==> src/rtl/mspc_pkg.sv <==
package mspc_pkg;

    // field widths
    localparam int RAW_W       = 16;
    localparam int TARGET_W    = 24;
    localparam int TARGET_FRAC = 8;
    localparam int TOTAL_W     = 20;
    localparam int ERR_W       = 26;
    localparam int ACC_W       = 48;
    localparam int FRAC_SHIFT  = 12;
    localparam int TRAVEL_W    = 40;
    localparam int DRIVE_W     = 17;
    localparam int DUTY_W      = 16;
    localparam int GAIN_W      = 16;
    localparam int GOAL_W      = 24;
    localparam int CFG_DATA_W  = 24;
    localparam int CFG_INDEX_W = 3;

    localparam int WINDOW_LEN_DEFAULT = 5;

    // pipeline stages
    localparam int NUM_STAGES = 8;
    localparam int ST_INPUT   = 0;
    localparam int ST_TOTAL   = 1;
    localparam int ST_AVG     = 2;
    localparam int ST_ERR     = 3;
    localparam int ST_PROD    = 4;
    localparam int ST_ACC     = 5;
    localparam int ST_SUM     = 6;
    localparam int ST_OUT     = 7;

    localparam logic [GAIN_W-1:0]         GAIN_PROP_RESET     = 16'd4800;
    localparam logic [GAIN_W-1:0]         GAIN_INTEGRAL_RESET = 16'd480;
    localparam logic [DUTY_W-1:0]         DUTY_UPPER_RESET    = 16'd10000;
    localparam logic signed [DRIVE_W-1:0] DUTY_LOWER_RESET    = -17'sd10000;

    typedef enum logic [CFG_INDEX_W-1:0] {
        REG_GAIN_PROP     = 3'd0,
        REG_GAIN_INTEGRAL = 3'd1,
        REG_DUTY_UPPER    = 3'd2,
        REG_DUTY_LOWER    = 3'd3,
        REG_DRIVE_ENABLE  = 3'd4,
        REG_DISTANCE_GOAL = 3'd5
    } cfg_reg_e;

    typedef struct packed {
        logic [GAIN_W-1:0]         gain_prop;
        logic [GAIN_W-1:0]         gain_integral;
        logic [DUTY_W-1:0]         duty_upper;
        logic signed [DRIVE_W-1:0] duty_lower;
        logic                      drive_enable;
        logic [GOAL_W-1:0]         distance_goal;
    } cfg_t;

    typedef struct packed {
        logic [NUM_STAGES-1:0] load;
        logic                  in_ready;
        logic                  out_valid;
    } flow_t;

    typedef struct packed {
        logic signed [RAW_W-1:0]    avg;
        logic signed [TARGET_W-1:0] target;
        logic                       reached;
    } win_out_t;

    typedef struct packed {
        logic signed [DRIVE_W-1:0] drive_signed;
        logic                      drive_reverse;
        logic [DUTY_W-1:0]         duty_magnitude;
        logic                      drive_valid;
        logic signed [RAW_W-1:0]   average_rate;
        logic                      distance_reached;
    } result_t;

endpackage

==> src/rtl/mspc_channels.sv <==
interface mspc_sample_if;
    logic                                 valid;
    logic                                 ready;
    logic signed [mspc_pkg::RAW_W-1:0]    encoder_raw;
    logic signed [mspc_pkg::TARGET_W-1:0] target_rate;

    modport source (output valid, output encoder_raw, output target_rate, input ready);
    modport sink   (input valid, input encoder_raw, input target_rate, output ready);
endinterface

interface mspc_result_if;
    logic                                valid;
    logic                                ready;
    logic signed [mspc_pkg::DRIVE_W-1:0] drive_signed;
    logic                                drive_reverse;
    logic [mspc_pkg::DUTY_W-1:0]         duty_magnitude;
    logic                                drive_valid;
    logic signed [mspc_pkg::RAW_W-1:0]   average_rate;
    logic                                distance_reached;

    modport source (output valid, output drive_signed, output drive_reverse,
                    output duty_magnitude, output drive_valid, output average_rate,
                    output distance_reached, input ready);
    modport sink   (input valid, input drive_signed, input drive_reverse,
                    input duty_magnitude, input drive_valid, input average_rate,
                    input distance_reached, output ready);
endinterface

interface mspc_cfg_if;
    logic                                  valid;
    logic                                  ready;
    logic [mspc_pkg::CFG_INDEX_W-1:0]      index;
    logic [mspc_pkg::CFG_DATA_W-1:0]       data;

    modport source (output valid, output index, output data, input ready);
    modport sink   (input valid, input index, input data, output ready);
endinterface

==> src/rtl/mspc_cfg_regs.sv <==
module mspc_cfg_regs (
    input  logic           clk,
    input  logic           rst_n,
    mspc_cfg_if.sink       cfg,
    output mspc_pkg::cfg_t regs
);

    mspc_pkg::cfg_t cfg_reg;

    assign cfg.ready = 1'b1;
    assign regs      = cfg_reg;

    always_ff @(posedge clk or negedge rst_n)
    begin
        if (!rst_n)
        begin
            cfg_reg.gain_prop     <= mspc_pkg::GAIN_PROP_RESET;
            cfg_reg.gain_integral <= mspc_pkg::GAIN_INTEGRAL_RESET;
            cfg_reg.duty_upper    <= mspc_pkg::DUTY_UPPER_RESET;
            cfg_reg.duty_lower    <= mspc_pkg::DUTY_LOWER_RESET;
            cfg_reg.drive_enable  <= 1'b0;
            cfg_reg.distance_goal <= '0;
        end
        else if (cfg.valid && cfg.ready)
        begin
            case (cfg.index)
                mspc_pkg::REG_GAIN_PROP:
                    cfg_reg.gain_prop <= cfg.data[mspc_pkg::GAIN_W-1:0];
                mspc_pkg::REG_GAIN_INTEGRAL:
                    cfg_reg.gain_integral <= cfg.data[mspc_pkg::GAIN_W-1:0];
                mspc_pkg::REG_DUTY_UPPER:
                    cfg_reg.duty_upper <= cfg.data[mspc_pkg::DUTY_W-1:0];
                mspc_pkg::REG_DUTY_LOWER:
                    cfg_reg.duty_lower <= cfg.data[mspc_pkg::DRIVE_W-1:0];
                mspc_pkg::REG_DRIVE_ENABLE:
                    cfg_reg.drive_enable <= cfg.data[0];
                mspc_pkg::REG_DISTANCE_GOAL:
                    cfg_reg.distance_goal <= cfg.data[mspc_pkg::GOAL_W-1:0];
                default:
                    ; // unknown index: drop the write
            endcase
        end
    end

endmodule

==> src/rtl/mspc_flow_ctrl.sv <==
module mspc_flow_ctrl (
    input  logic            clk,
    input  logic            rst_n,
    input  logic            sample_valid,
    input  logic            result_ready,
    output mspc_pkg::flow_t flow
);

    localparam int N = mspc_pkg::NUM_STAGES;

    logic [N-1:0] valid_reg;
    logic [N-1:0] valid_next;
    logic [N-1:0] free;
    logic [N-1:0] load;
    logic [N-1:0] upstream;
    logic         down;

    assign upstream = {valid_reg[N-2:0], sample_valid};

    // walk from the output back: a stage takes a word when it is empty or its word moves on
    always_comb
    begin
        free = '0;
        load = '0;
        down = result_ready;
        for (int k = N - 1; k >= 0; k--)
        begin
            free[k] = !valid_reg[k] || down;
            load[k] = upstream[k] && free[k];
            down    = load[k];
        end
        valid_next = load | (valid_reg & ~free);
    end

    always_ff @(posedge clk or negedge rst_n)
    begin
        if (!rst_n)
            valid_reg <= '0;
        else
            valid_reg <= valid_next;
    end

    assign flow.load      = load;
    assign flow.in_ready  = free[0];
    assign flow.out_valid = valid_reg[N-1];

    a_occupancy_step: assert property (@(posedge clk) disable iff (!rst_n)
        1'b1 |=> $countones(valid_reg) <= $past($countones(valid_reg)) + 1)
        else $error("pipeline occupancy grew by more than one word");

    a_occupancy_hold: assert property (@(posedge clk) disable iff (!rst_n)
        !load[0] && !(valid_reg[N-1] && result_ready)
        |=> $countones(valid_reg) == $past($countones(valid_reg)))
        else $error("pipeline word lost or invented");

endmodule

==> src/rtl/mspc_window.sv <==
module mspc_window #(
    parameter int WINDOW_LEN = mspc_pkg::WINDOW_LEN_DEFAULT
) (
    input  logic                                 clk,
    input  logic                                 rst_n,
    input  mspc_pkg::flow_t                      flow,
    input  mspc_pkg::cfg_t                       regs,
    input  logic signed [mspc_pkg::RAW_W-1:0]    encoder_raw,
    input  logic signed [mspc_pkg::TARGET_W-1:0] target_rate,
    output mspc_pkg::win_out_t                   win
);

    localparam int RAW_W    = mspc_pkg::RAW_W;
    localparam int TARGET_W = mspc_pkg::TARGET_W;
    localparam int TOTAL_W  = mspc_pkg::TOTAL_W;
    localparam int TRAVEL_W = mspc_pkg::TRAVEL_W;
    localparam int TSUM_W   = TRAVEL_W + 1;

    // exact floor division of the window magnitude by a reciprocal multiply
    localparam int DIV_SHIFT = TOTAL_W + $clog2(WINDOW_LEN);
    localparam int MUL_W     = TOTAL_W + 1;
    localparam int PROD_W    = TOTAL_W + MUL_W;
    localparam int QUOT_W    = RAW_W + 1;
    localparam logic [MUL_W-1:0] DIV_MUL =
        MUL_W'(((1 << DIV_SHIFT) + WINDOW_LEN - 1) / WINDOW_LEN);
    localparam int GOAL_SCALED_W = mspc_pkg::GOAL_W + $clog2(WINDOW_LEN) + 1;

    logic signed [RAW_W-1:0]    s0_raw_reg;
    logic signed [TARGET_W-1:0] s0_target_reg;
    logic signed [TARGET_W-1:0] s1_target_reg;
    logic signed [RAW_W-1:0]    hist_reg [WINDOW_LEN];
    logic signed [TOTAL_W-1:0]  window_total_reg;
    logic signed [TRAVEL_W-1:0] travel_reg;
    logic                       reached_reg;
    mspc_pkg::win_out_t         win_reg;

    logic signed [RAW_W-1:0]     raw_neg;
    logic signed [TOTAL_W-1:0]   total_next;
    logic [TOTAL_W-1:0]          total_mag;
    logic [PROD_W-1:0]           quot_prod;
    logic [QUOT_W-1:0]           quot;
    logic [QUOT_W-1:0]           quot_neg;
    logic signed [RAW_W-1:0]     avg_next;
    logic signed [TSUM_W-1:0]    travel_sum;
    logic signed [TRAVEL_W-1:0]  travel_next;
    logic [GOAL_SCALED_W-1:0]    goal_scaled;
    logic                        reached_next;
    logic                        goal_set;

    assign raw_neg    = -s0_raw_reg;
    assign total_next = window_total_reg + TOTAL_W'(raw_neg)
                        - TOTAL_W'(hist_reg[WINDOW_LEN-1]);

    assign total_mag = window_total_reg[TOTAL_W-1] ? -window_total_reg : window_total_reg;
    assign quot_prod = total_mag * DIV_MUL;
    assign quot      = quot_prod[DIV_SHIFT +: QUOT_W];
    assign quot_neg  = -quot;
    assign avg_next  = window_total_reg[TOTAL_W-1] ? quot_neg[RAW_W-1:0] : quot[RAW_W-1:0];

    assign travel_sum = TSUM_W'(travel_reg) + TSUM_W'(window_total_reg);

    always_comb
    begin
        if (travel_sum[TSUM_W-1] != travel_sum[TSUM_W-2])
            travel_next = travel_sum[TSUM_W-1] ? {1'b1, {(TRAVEL_W-1){1'b0}}}
                                               : {1'b0, {(TRAVEL_W-1){1'b1}}};
        else
            travel_next = travel_sum[TRAVEL_W-1:0];
    end

    assign goal_set     = regs.distance_goal != '0;
    assign goal_scaled  = GOAL_SCALED_W'(regs.distance_goal * WINDOW_LEN);
    assign reached_next = !travel_next[TRAVEL_W-1]
                          && (travel_next[TRAVEL_W-2:0] > (TRAVEL_W-1)'(goal_scaled));

    always_ff @(posedge clk or negedge rst_n)
    begin
        if (!rst_n)
        begin
            for (int i = 0; i < WINDOW_LEN; i++)
                hist_reg[i] <= '0;
            window_total_reg <= '0;
            travel_reg       <= '0;
            reached_reg      <= 1'b0;
        end
        else
        begin
            if (flow.load[mspc_pkg::ST_TOTAL])
            begin
                for (int i = WINDOW_LEN - 1; i > 0; i--)
                    hist_reg[i] <= hist_reg[i-1];
                hist_reg[0]      <= raw_neg;
                window_total_reg <= total_next;
            end
            if (flow.load[mspc_pkg::ST_AVG] && goal_set)
            begin
                travel_reg  <= travel_next;
                reached_reg <= reached_next;
            end
        end
    end

    always_ff @(posedge clk)
    begin
        if (flow.load[mspc_pkg::ST_INPUT])
        begin
            s0_raw_reg    <= encoder_raw;
            s0_target_reg <= target_rate;
        end
        if (flow.load[mspc_pkg::ST_TOTAL])
            s1_target_reg <= s0_target_reg;
        if (flow.load[mspc_pkg::ST_AVG])
        begin
            win_reg.avg     <= avg_next;
            win_reg.target  <= s1_target_reg;
            win_reg.reached <= goal_set ? reached_next : reached_reg;
        end
    end

    assign win = win_reg;

    a_goal_off_holds: assert property (@(posedge clk) disable iff (!rst_n)
        flow.load[mspc_pkg::ST_AVG] && !goal_set |=> $stable(travel_reg) && $stable(reached_reg))
        else $error("travel changed while distance tracking is off");

    a_reached_follows: assert property (@(posedge clk) disable iff (!rst_n)
        flow.load[mspc_pkg::ST_AVG] |=> win_reg.reached == reached_reg)
        else $error("reached flag in word differs from tracked flag");

endmodule

==> src/rtl/mspc_pi_law.sv <==
module mspc_pi_law (
    input  logic                clk,
    input  logic                rst_n,
    input  mspc_pkg::flow_t     flow,
    input  mspc_pkg::cfg_t      regs,
    input  mspc_pkg::win_out_t  win,
    output mspc_pkg::result_t   res
);

    localparam int RAW_W      = mspc_pkg::RAW_W;
    localparam int ERR_W      = mspc_pkg::ERR_W;
    localparam int DELTA_W    = ERR_W + 1;
    localparam int GAIN_X_W   = mspc_pkg::GAIN_W + 1;
    localparam int PP_W       = GAIN_X_W + DELTA_W;
    localparam int IP_W       = GAIN_X_W + ERR_W;
    localparam int ACC_W      = mspc_pkg::ACC_W;
    localparam int SUM_W      = ACC_W + 1;
    localparam int FRAC_SHIFT = mspc_pkg::FRAC_SHIFT;
    localparam int QW         = SUM_W - FRAC_SHIFT;
    localparam int DRIVE_W    = mspc_pkg::DRIVE_W;
    localparam int DUTY_W     = mspc_pkg::DUTY_W;

    typedef struct packed {
        logic signed [RAW_W-1:0] avg;
        logic                    reached;
    } tag_t;

    tag_t                      tag_reg [mspc_pkg::ST_ERR:mspc_pkg::ST_SUM];
    logic signed [ERR_W-1:0]   err_reg;
    logic signed [DELTA_W-1:0] delta_reg;
    logic signed [ERR_W-1:0]   prev_err_reg;
    logic signed [PP_W-1:0]    pp_reg;
    logic signed [IP_W-1:0]    ip_reg;
    logic signed [ACC_W-1:0]   prop_reg;
    logic signed [ACC_W-1:0]   integ_reg;
    logic signed [QW-1:0]      q_reg;
    mspc_pkg::result_t         res_reg;

    logic signed [ERR_W-1:0]   err_next;
    logic signed [DELTA_W-1:0] delta_next;
    logic signed [PP_W-1:0]    pp_next;
    logic signed [IP_W-1:0]    ip_next;
    logic signed [SUM_W-1:0]   prop_sum;
    logic signed [ACC_W-1:0]   prop_next;
    logic signed [SUM_W-1:0]   integ_sum;
    logic signed [SUM_W-1:0]   hi_lim;
    logic signed [SUM_W-1:0]   lo_lim;
    logic signed [ACC_W-1:0]   integ_next;
    logic signed [SUM_W-1:0]   drive_sum;
    logic                      round_up;
    logic signed [QW-1:0]      q_next;
    logic signed [QW-1:0]      upper_x;
    logic signed [QW-1:0]      lower_x;
    logic signed [DRIVE_W-1:0] drive_next;
    logic [DRIVE_W-1:0]        mag_full;
    logic [DUTY_W-1:0]         mag_next;

    // error and its change
    assign err_next   = ERR_W'($signed(win.target))
                        - (ERR_W'($signed(win.avg)) <<< mspc_pkg::TARGET_FRAC);
    assign delta_next = DELTA_W'(err_next) - DELTA_W'(prev_err_reg);

    // gain products
    assign pp_next = $signed({1'b0, regs.gain_prop}) * delta_reg;
    assign ip_next = $signed({1'b0, regs.gain_integral}) * err_reg;

    // accumulators: saturate the proportional one, clamp the integral one
    assign prop_sum  = SUM_W'(prop_reg) + SUM_W'(pp_reg);
    assign integ_sum = SUM_W'(integ_reg) + SUM_W'(ip_reg);
    assign hi_lim    = SUM_W'($signed({1'b0, regs.duty_upper, {FRAC_SHIFT{1'b0}}}));
    assign lo_lim    = SUM_W'($signed({regs.duty_lower, {FRAC_SHIFT{1'b0}}}));

    always_comb
    begin
        if (prop_sum[SUM_W-1] != prop_sum[SUM_W-2])
            prop_next = prop_sum[SUM_W-1] ? {1'b1, {(ACC_W-1){1'b0}}}
                                          : {1'b0, {(ACC_W-1){1'b1}}};
        else
            prop_next = prop_sum[ACC_W-1:0];

        if (integ_sum > hi_lim)
            integ_next = hi_lim[ACC_W-1:0];
        else if (integ_sum < lo_lim)
            integ_next = lo_lim[ACC_W-1:0];
        else
            integ_next = integ_sum[ACC_W-1:0];
    end

    // drop the fraction, rounding toward zero
    assign drive_sum = SUM_W'(prop_reg) + SUM_W'(integ_reg);
    assign round_up  = drive_sum[SUM_W-1] && (|drive_sum[FRAC_SHIFT-1:0]);
    assign q_next    = $signed(drive_sum[SUM_W-1:FRAC_SHIFT]) + $signed({{(QW-1){1'b0}}, round_up});

    // limits, upper test first, then split into direction and duty
    assign upper_x = QW'($signed({1'b0, regs.duty_upper}));
    assign lower_x = QW'(regs.duty_lower);

    always_comb
    begin
        if (q_reg > upper_x)
            drive_next = $signed({1'b0, regs.duty_upper});
        else if (q_reg < lower_x)
            drive_next = regs.duty_lower;
        else
            drive_next = q_reg[DRIVE_W-1:0];

        mag_full = -drive_next;
        if (!drive_next[DRIVE_W-1])
            mag_next = drive_next[DUTY_W-1:0];
        else if (mag_full[DRIVE_W-1])
            mag_next = '1;
        else
            mag_next = mag_full[DUTY_W-1:0];
    end

    always_ff @(posedge clk or negedge rst_n)
    begin
        if (!rst_n)
        begin
            prev_err_reg <= '0;
            prop_reg     <= '0;
            integ_reg    <= '0;
        end
        else
        begin
            if (flow.load[mspc_pkg::ST_ERR])
                prev_err_reg <= err_next;
            if (flow.load[mspc_pkg::ST_ACC])
            begin
                prop_reg  <= prop_next;
                integ_reg <= integ_next;
            end
        end
    end

    always_ff @(posedge clk)
    begin
        if (flow.load[mspc_pkg::ST_ERR])
        begin
            tag_reg[mspc_pkg::ST_ERR].avg     <= win.avg;
            tag_reg[mspc_pkg::ST_ERR].reached <= win.reached;
            err_reg   <= err_next;
            delta_reg <= delta_next;
        end
        for (int k = mspc_pkg::ST_PROD; k <= mspc_pkg::ST_SUM; k++)
        begin
            if (flow.load[k])
                tag_reg[k] <= tag_reg[k-1];
        end
        if (flow.load[mspc_pkg::ST_PROD])
        begin
            pp_reg <= pp_next;
            ip_reg <= ip_next;
        end
        if (flow.load[mspc_pkg::ST_SUM])
            q_reg <= q_next;
        if (flow.load[mspc_pkg::ST_OUT])
        begin
            res_reg.drive_signed     <= drive_next;
            res_reg.drive_reverse    <= drive_next[DRIVE_W-1];
            res_reg.duty_magnitude   <= mag_next;
            res_reg.drive_valid      <= regs.drive_enable;
            res_reg.average_rate     <= tag_reg[mspc_pkg::ST_SUM].avg;
            res_reg.distance_reached <= tag_reg[mspc_pkg::ST_SUM].reached;
        end
    end

    assign res = res_reg;

    a_integ_clamped: assert property (@(posedge clk) disable iff (!rst_n)
        flow.load[mspc_pkg::ST_ACC] && (regs.duty_lower <= $signed({1'b0, regs.duty_upper}))
        |=> (SUM_W'(integ_reg) <= $past(hi_lim)) && (SUM_W'(integ_reg) >= $past(lo_lim)))
        else $error("integral accumulator outside drive limits");

    a_duty_zero: assert property (@(posedge clk) disable iff (!rst_n)
        flow.load[mspc_pkg::ST_OUT]
        |=> (res_reg.duty_magnitude == '0) == (res_reg.drive_signed == '0))
        else $error("duty magnitude disagrees with drive value");

endmodule

==> src/rtl/motor_speed_pi_controller_unit.sv <==
// Speed loop for one DC motor: each sample word (raw encoder count, Q.8 target rate) gives one
// result word with the clamped signed drive, its direction and duty, the window average of the
// inverted counts and the distance-reached flag. The datapath is an eight stage pipeline (input,
// window total, average, error, gain products, accumulators, fraction drop, limits); one word per
// cycle is accepted when the result side keeps up. Registers are written through the configuration
// channel, which is always ready; write them only while no sample word is in flight. The valid
// flags, window history, accumulators and configuration registers clear at reset; the data word
// registers do not.
module motor_speed_pi_controller_unit #(
    parameter int WINDOW_LEN = mspc_pkg::WINDOW_LEN_DEFAULT
) (
    input  logic          clk,
    input  logic          rst_n,
    mspc_sample_if.sink   sample,
    mspc_result_if.source result,
    mspc_cfg_if.sink      cfg
);

    mspc_pkg::cfg_t     regs;
    mspc_pkg::flow_t    flow;
    mspc_pkg::win_out_t win;
    mspc_pkg::result_t  res;

    mspc_cfg_regs u_cfg_regs (
        .clk   (clk),
        .rst_n (rst_n),
        .cfg   (cfg),
        .regs  (regs)
    );

    mspc_flow_ctrl u_flow_ctrl (
        .clk          (clk),
        .rst_n        (rst_n),
        .sample_valid (sample.valid),
        .result_ready (result.ready),
        .flow         (flow)
    );

    mspc_window #(
        .WINDOW_LEN (WINDOW_LEN)
    ) u_window (
        .clk         (clk),
        .rst_n       (rst_n),
        .flow        (flow),
        .regs        (regs),
        .encoder_raw (sample.encoder_raw),
        .target_rate (sample.target_rate),
        .win         (win)
    );

    mspc_pi_law u_pi_law (
        .clk   (clk),
        .rst_n (rst_n),
        .flow  (flow),
        .regs  (regs),
        .win   (win),
        .res   (res)
    );

    assign sample.ready            = flow.in_ready;
    assign result.valid            = flow.out_valid;
    assign result.drive_signed     = res.drive_signed;
    assign result.drive_reverse    = res.drive_reverse;
    assign result.duty_magnitude   = res.duty_magnitude;
    assign result.drive_valid      = res.drive_valid;
    assign result.average_rate     = res.average_rate;
    assign result.distance_reached = res.distance_reached;

endmodule

==> src/flat_wrapper.sv <==
// flat-port wrapper written by rule: the top's interface ports become plain ports
module motor_speed_pi_controller_unit_flat 
#(
    parameter int WINDOW_LEN = mspc_pkg::WINDOW_LEN_DEFAULT
)
  (clk, rst_n, sample_valid, sample_encoder_raw, sample_target_rate, sample_ready, result_valid, result_drive_signed, result_drive_reverse, result_duty_magnitude, result_drive_valid, result_average_rate, result_distance_reached, result_ready, cfg_valid, cfg_index, cfg_data, cfg_ready);
  mspc_sample_if sample_i ();
  mspc_result_if result_i ();
  mspc_cfg_if cfg_i ();
  input  logic clk;
  input  logic rst_n;
  input wire logic [$bits(sample_i.valid)-1:0] sample_valid;
  input wire logic [$bits(sample_i.encoder_raw)-1:0] sample_encoder_raw;
  input wire logic [$bits(sample_i.target_rate)-1:0] sample_target_rate;
  output wire logic [$bits(sample_i.ready)-1:0] sample_ready;
  output wire logic [$bits(result_i.valid)-1:0] result_valid;
  output wire logic [$bits(result_i.drive_signed)-1:0] result_drive_signed;
  output wire logic [$bits(result_i.drive_reverse)-1:0] result_drive_reverse;
  output wire logic [$bits(result_i.duty_magnitude)-1:0] result_duty_magnitude;
  output wire logic [$bits(result_i.drive_valid)-1:0] result_drive_valid;
  output wire logic [$bits(result_i.average_rate)-1:0] result_average_rate;
  output wire logic [$bits(result_i.distance_reached)-1:0] result_distance_reached;
  input wire logic [$bits(result_i.ready)-1:0] result_ready;
  input wire logic [$bits(cfg_i.valid)-1:0] cfg_valid;
  input wire logic [$bits(cfg_i.index)-1:0] cfg_index;
  input wire logic [$bits(cfg_i.data)-1:0] cfg_data;
  output wire logic [$bits(cfg_i.ready)-1:0] cfg_ready;
  assign sample_i.valid = sample_valid;
  assign sample_i.encoder_raw = sample_encoder_raw;
  assign sample_i.target_rate = sample_target_rate;
  assign sample_ready = sample_i.ready;
  assign result_valid = result_i.valid;
  assign result_drive_signed = result_i.drive_signed;
  assign result_drive_reverse = result_i.drive_reverse;
  assign result_duty_magnitude = result_i.duty_magnitude;
  assign result_drive_valid = result_i.drive_valid;
  assign result_average_rate = result_i.average_rate;
  assign result_distance_reached = result_i.distance_reached;
  assign result_i.ready = result_ready;
  assign cfg_i.valid = cfg_valid;
  assign cfg_i.index = cfg_index;
  assign cfg_i.data = cfg_data;
  assign cfg_ready = cfg_i.ready;
  motor_speed_pi_controller_unit #(.WINDOW_LEN(WINDOW_LEN)) u_core (.clk(clk), .rst_n(rst_n), .sample(sample_i), .result(result_i), .cfg(cfg_i));
endmodule
==> config.mk <==
export PLATFORM = sky130hd
export DESIGN_NAME = motor_speed_pi_controller_unit_flat
export DESIGN_NICKNAME = d
export VERILOG_FILES = /design/src/rtl/mspc_pkg.sv /design/src/rtl/mspc_channels.sv /design/src/rtl/mspc_cfg_regs.sv /design/src/rtl/mspc_flow_ctrl.sv /design/src/rtl/mspc_window.sv /design/src/rtl/mspc_pi_law.sv /design/src/rtl/motor_speed_pi_controller_unit.sv /design/src/flat_wrapper.sv
export SDC_FILE = /design/constraint.sdc
export NUM_CORES = 2
export LEC_CHECK = 0
export BUFFER_PORTS_ARGS = -buffer_cell sky130_fd_sc_hd__buf_4
export CAP_MARGIN = 40
export CORE_ASPECT_RATIO = 1.1
export CORE_MARGIN = 3
export CORE_UTILIZATION = 40
export DETAILED_ROUTE_END_ITERATION = 7
export REMOVE_ABC_BUFFERS = 1
export SLEW_MARGIN = 30
export SYNTH_ARGS = -nofsm -noshare
export SYNTH_HDL_FRONTEND = slang
export SYNTH_SLANG_ARGS = --single-unit
==> constraint.sdc <==
create_clock -name clk -period 11.15 [get_ports clk]
set_input_delay 0 -clock clk [delete_from_list [all_inputs] [get_ports clk]]
set_output_delay 0 -clock clk [all_outputs]
set_load 0.01 [all_outputs]
==> summary.md <==
| Metric | Value |
|---|---|
| Yosys top cell area share | 0.238 |
| Initial Util | 0.404 |
| Largest net degree at the start of global routing | 148 |
| Worst path most repeated cell | fa_1 |
| Postcts setup bufs | 0 |
| Vias in the first global route | 62.8k |
| Compound-Gate Fraction of Synth Area | 0.109 |
| Root Buffer | clkbuf_16 |
| Max frequency | 95.2 MHz |
| Synthesized-area fraction occupied by and/or/nand/nor cells | 0.129 |
| Clock Skew | 0.0612 ns |
| Final wirelength | 232000 um |
| # clock sinks | 758 |
| Post-synthesis sequential area ratio | 0.259 |
| TritonCTS buffer count | 88 |
| Post-CTS resize count | 0 |
| HP Class | in -> reg |
| Drt drc | 0 |
| Grt ovf | 0 |
| Period minus WS final | 10.50 ns |
| Max Slew Vio Count | 0 |
| RSZ-0062 raised after global routing | no |
| FFs w/ async S/R, synth | 0.475 |
| Most frequent cells in the layout | inv_1, nand2_1, fa_1, ha_1, edfxtp_1 |
| Crit path required time | 11.61 ns |
| Worst slack, placed | 0.664 ns |
| Post-layout instance area | 90000 um2 |
| Post-synthesis cell count | 8349 |
| H-Tree Depth | 3 |
| Gpl congestion | 0.933 |
| Largest cells by area after synthesis | fa_1, edfxtp_1, ha_1 |
| Final setup violation count | 0 |
| Setup_tns | 0 ns |
| Clock buffer depth | 3 |
| Core ar. | 200000 um2 |
| WL/cell | 20.5 um |
| Adder-Cell Fraction of Synth Area | 0.365 |
| Mux share of post-synthesis cell area | 0.0181 |
| Max FO, Critical Path | 5 |
| Worst setup EP type | flop |
| FF-to-FF path depth | 35 |
| Post-DP HPWL | 185000 um |
| Count of unique library cells instantiated by Yosys | 91 |
| Slowest-stage cell, CP | a2111oi_1 |
| Post-DP Area | 85200 um2 |
| Startpoint types | flop |
| DRT Pass-1 Iters | 7 |
| CP Class | reg -> reg |
| Initial DRC count | 3460 |
| Yosys top cell by area | fa_1 |
| Setup slack after layout | 0.648 ns |
| Flops & latches, synth | 758 |
| Post-Syn Area per Cell | 9.69 um2 |
| Die W | 435 um |
| CTS tree | yes |
| Post-synth EDFFs | 398 |
| Xor/xnor share of the synthesized area | 0.0436 |
| Status | finished, final reports clean |
| Post-route ant nets | 0 |
| Arrival time at the worst endpoint | 10.96 ns |
| Crit share post-route | 0.942 |
| DR vias | 59.1k |
| Slew HR | 0.402 |
| Area growth, synth to finish | 11.2% |
| Skew-Pair Late Insertion Delay | 0.73 ns |
| Max incr delay on CP | 0.65 ns |
| Hold Crit Depth | 3 |
| IO Port Bufs | 125 |
| FP Rows | 172 |
| Most common cell after layout, fill and taps aside | inv_1 |
| Max reg flops | 90 |
| Final Net Count | 10.4k |
| Number of vias per cell | 5.22 |
| # hold bufs at CTS | 146 |
| Combinational family with the most area after synthesis | adder cells |
| Die Area | 208000 um2 |
| Syn. warnings | 0 |
| Die height | 478 um |
| Fraction of layout cells with a size suffix above 1 | 0.0648 |
| Hold_ws | 0.0675 ns |
| Total Routing Usage GR | 0.225 |
| Initial antenna violation count | 9 |
| Worst-Margin Slew | 0.896 ns |
| Mapped cell area | 80900 um2 |
| Number of max-cap violations | 0 |
| Reg clk slew, reported paths | 0.06 ns |
| Primary FF master, synth | edfxtp_1 |
| Boundary pin count | 127 |
| Final Hold Viols | 0 |
| First-pass GRT wire length | 366000 um |
critical path, delay by kind of cell (launching register included):
kind	cells	cell delay, ns
xor+xnor	2	0.44
flops	1	0.46
fa+ha+maj	8	3.60
compound gates	8	2.28
simple gates	9	2.51
buf+inv	8	0.94
final timing paths:
path / slack (ns) / endpoint / start
setup / recovery: 0.65 / u_core.u_window.win[38] / u_core.u_window.window_total_reg[4]
hold / removal: 0.07 / u_core.u_cfg_regs.regs[21] / cfg_data[21]
setup reg to reg: 0.65 / u_core.u_window.win[38] / u_core.u_window.window_total_reg[4]
hold reg to reg: 0.42 / u_core.u_pi_law.tag_reg[6][5] / u_core.u_pi_law.tag_reg[5][5]
max in group asynchronous: 9.15 / u_core.u_cfg_regs.regs[85] / rst_n
min in group asynchronous: 0.46 / u_core.u_window.travel_reg[23] / rst_n
synth_stat cells, types with 32 or more instances:
master	count
a21boi_0	36
a21o_1	192
a21oi_1	354
a22o_1	42
a31oi_1	43
and2_1	344
and3_1	32
clkbuf_1	254
dfrtp_1	338
edfxtp_1	398
fa_1	961
ha_1	821
inv_1	1363
mux2_2	105
nand2_1	1136
nand2b_1	59
nand3_1	91
nand4_1	65
nor2_1	262
nor2b_1	62
nor3_1	72
o21a_1	52
o21ai_0	334
o21ai_1	46
o21bai_1	63
o31ai_1	37
xnor2_1	275
xor2_1	128
layout make-up:
| cell class | instances | area (um2) |
|---|---|---|
| Antenna cell | 11 | 27.5 |
| Clock buffer | 123 | 2490 |
| Clock inverter | 43 | 573 |
| Fill cell | 19049 | 110000 |
| Inverter | 1366 | 5130 |
| Multi-Input combinational cell | 5955 | 53900 |
| Sequential cell | 758 | 21000 |
| Tap cell | 2697 | 3370 |
| Timing Repair Buffer | 380 | 3500 |
metal layers:
metal | share of wire | global-route usage
met1 | 0.43 | 0.290
met2 | 0.48 | 0.383
met3 | 0.041 | 0.0273
met4 | 0.050 | 0.0927
met5 | 0.00014 | 0
cells by family after synthesis:
| kind of cell | count (synthesis) |
|---|---|
| other | 1 |
| XOR/XNOR | 403 |
| buffers and inverters | 1636 |
| AND/OR/NAND/NOR | 2245 |
| adder cells (fa/ha/maj) | 1782 |
| flip-flops | 758 |
| multiplexers | 133 |
| AO/OA/AOI/OAI | 1391 |
metrics by stage:
stage / instances / utilization
detailed placement: 10995 / 0.425
global route: 11322 / 0.449
floorplan: 8079 / -
global placement: 10981 / 0.424
CTS: 11307 / 0.448
finish: 11333 / 0.449
Power is not shown: default switching activity piles up to over one toggle a cycle in this logic, so the estimate is an artifact.
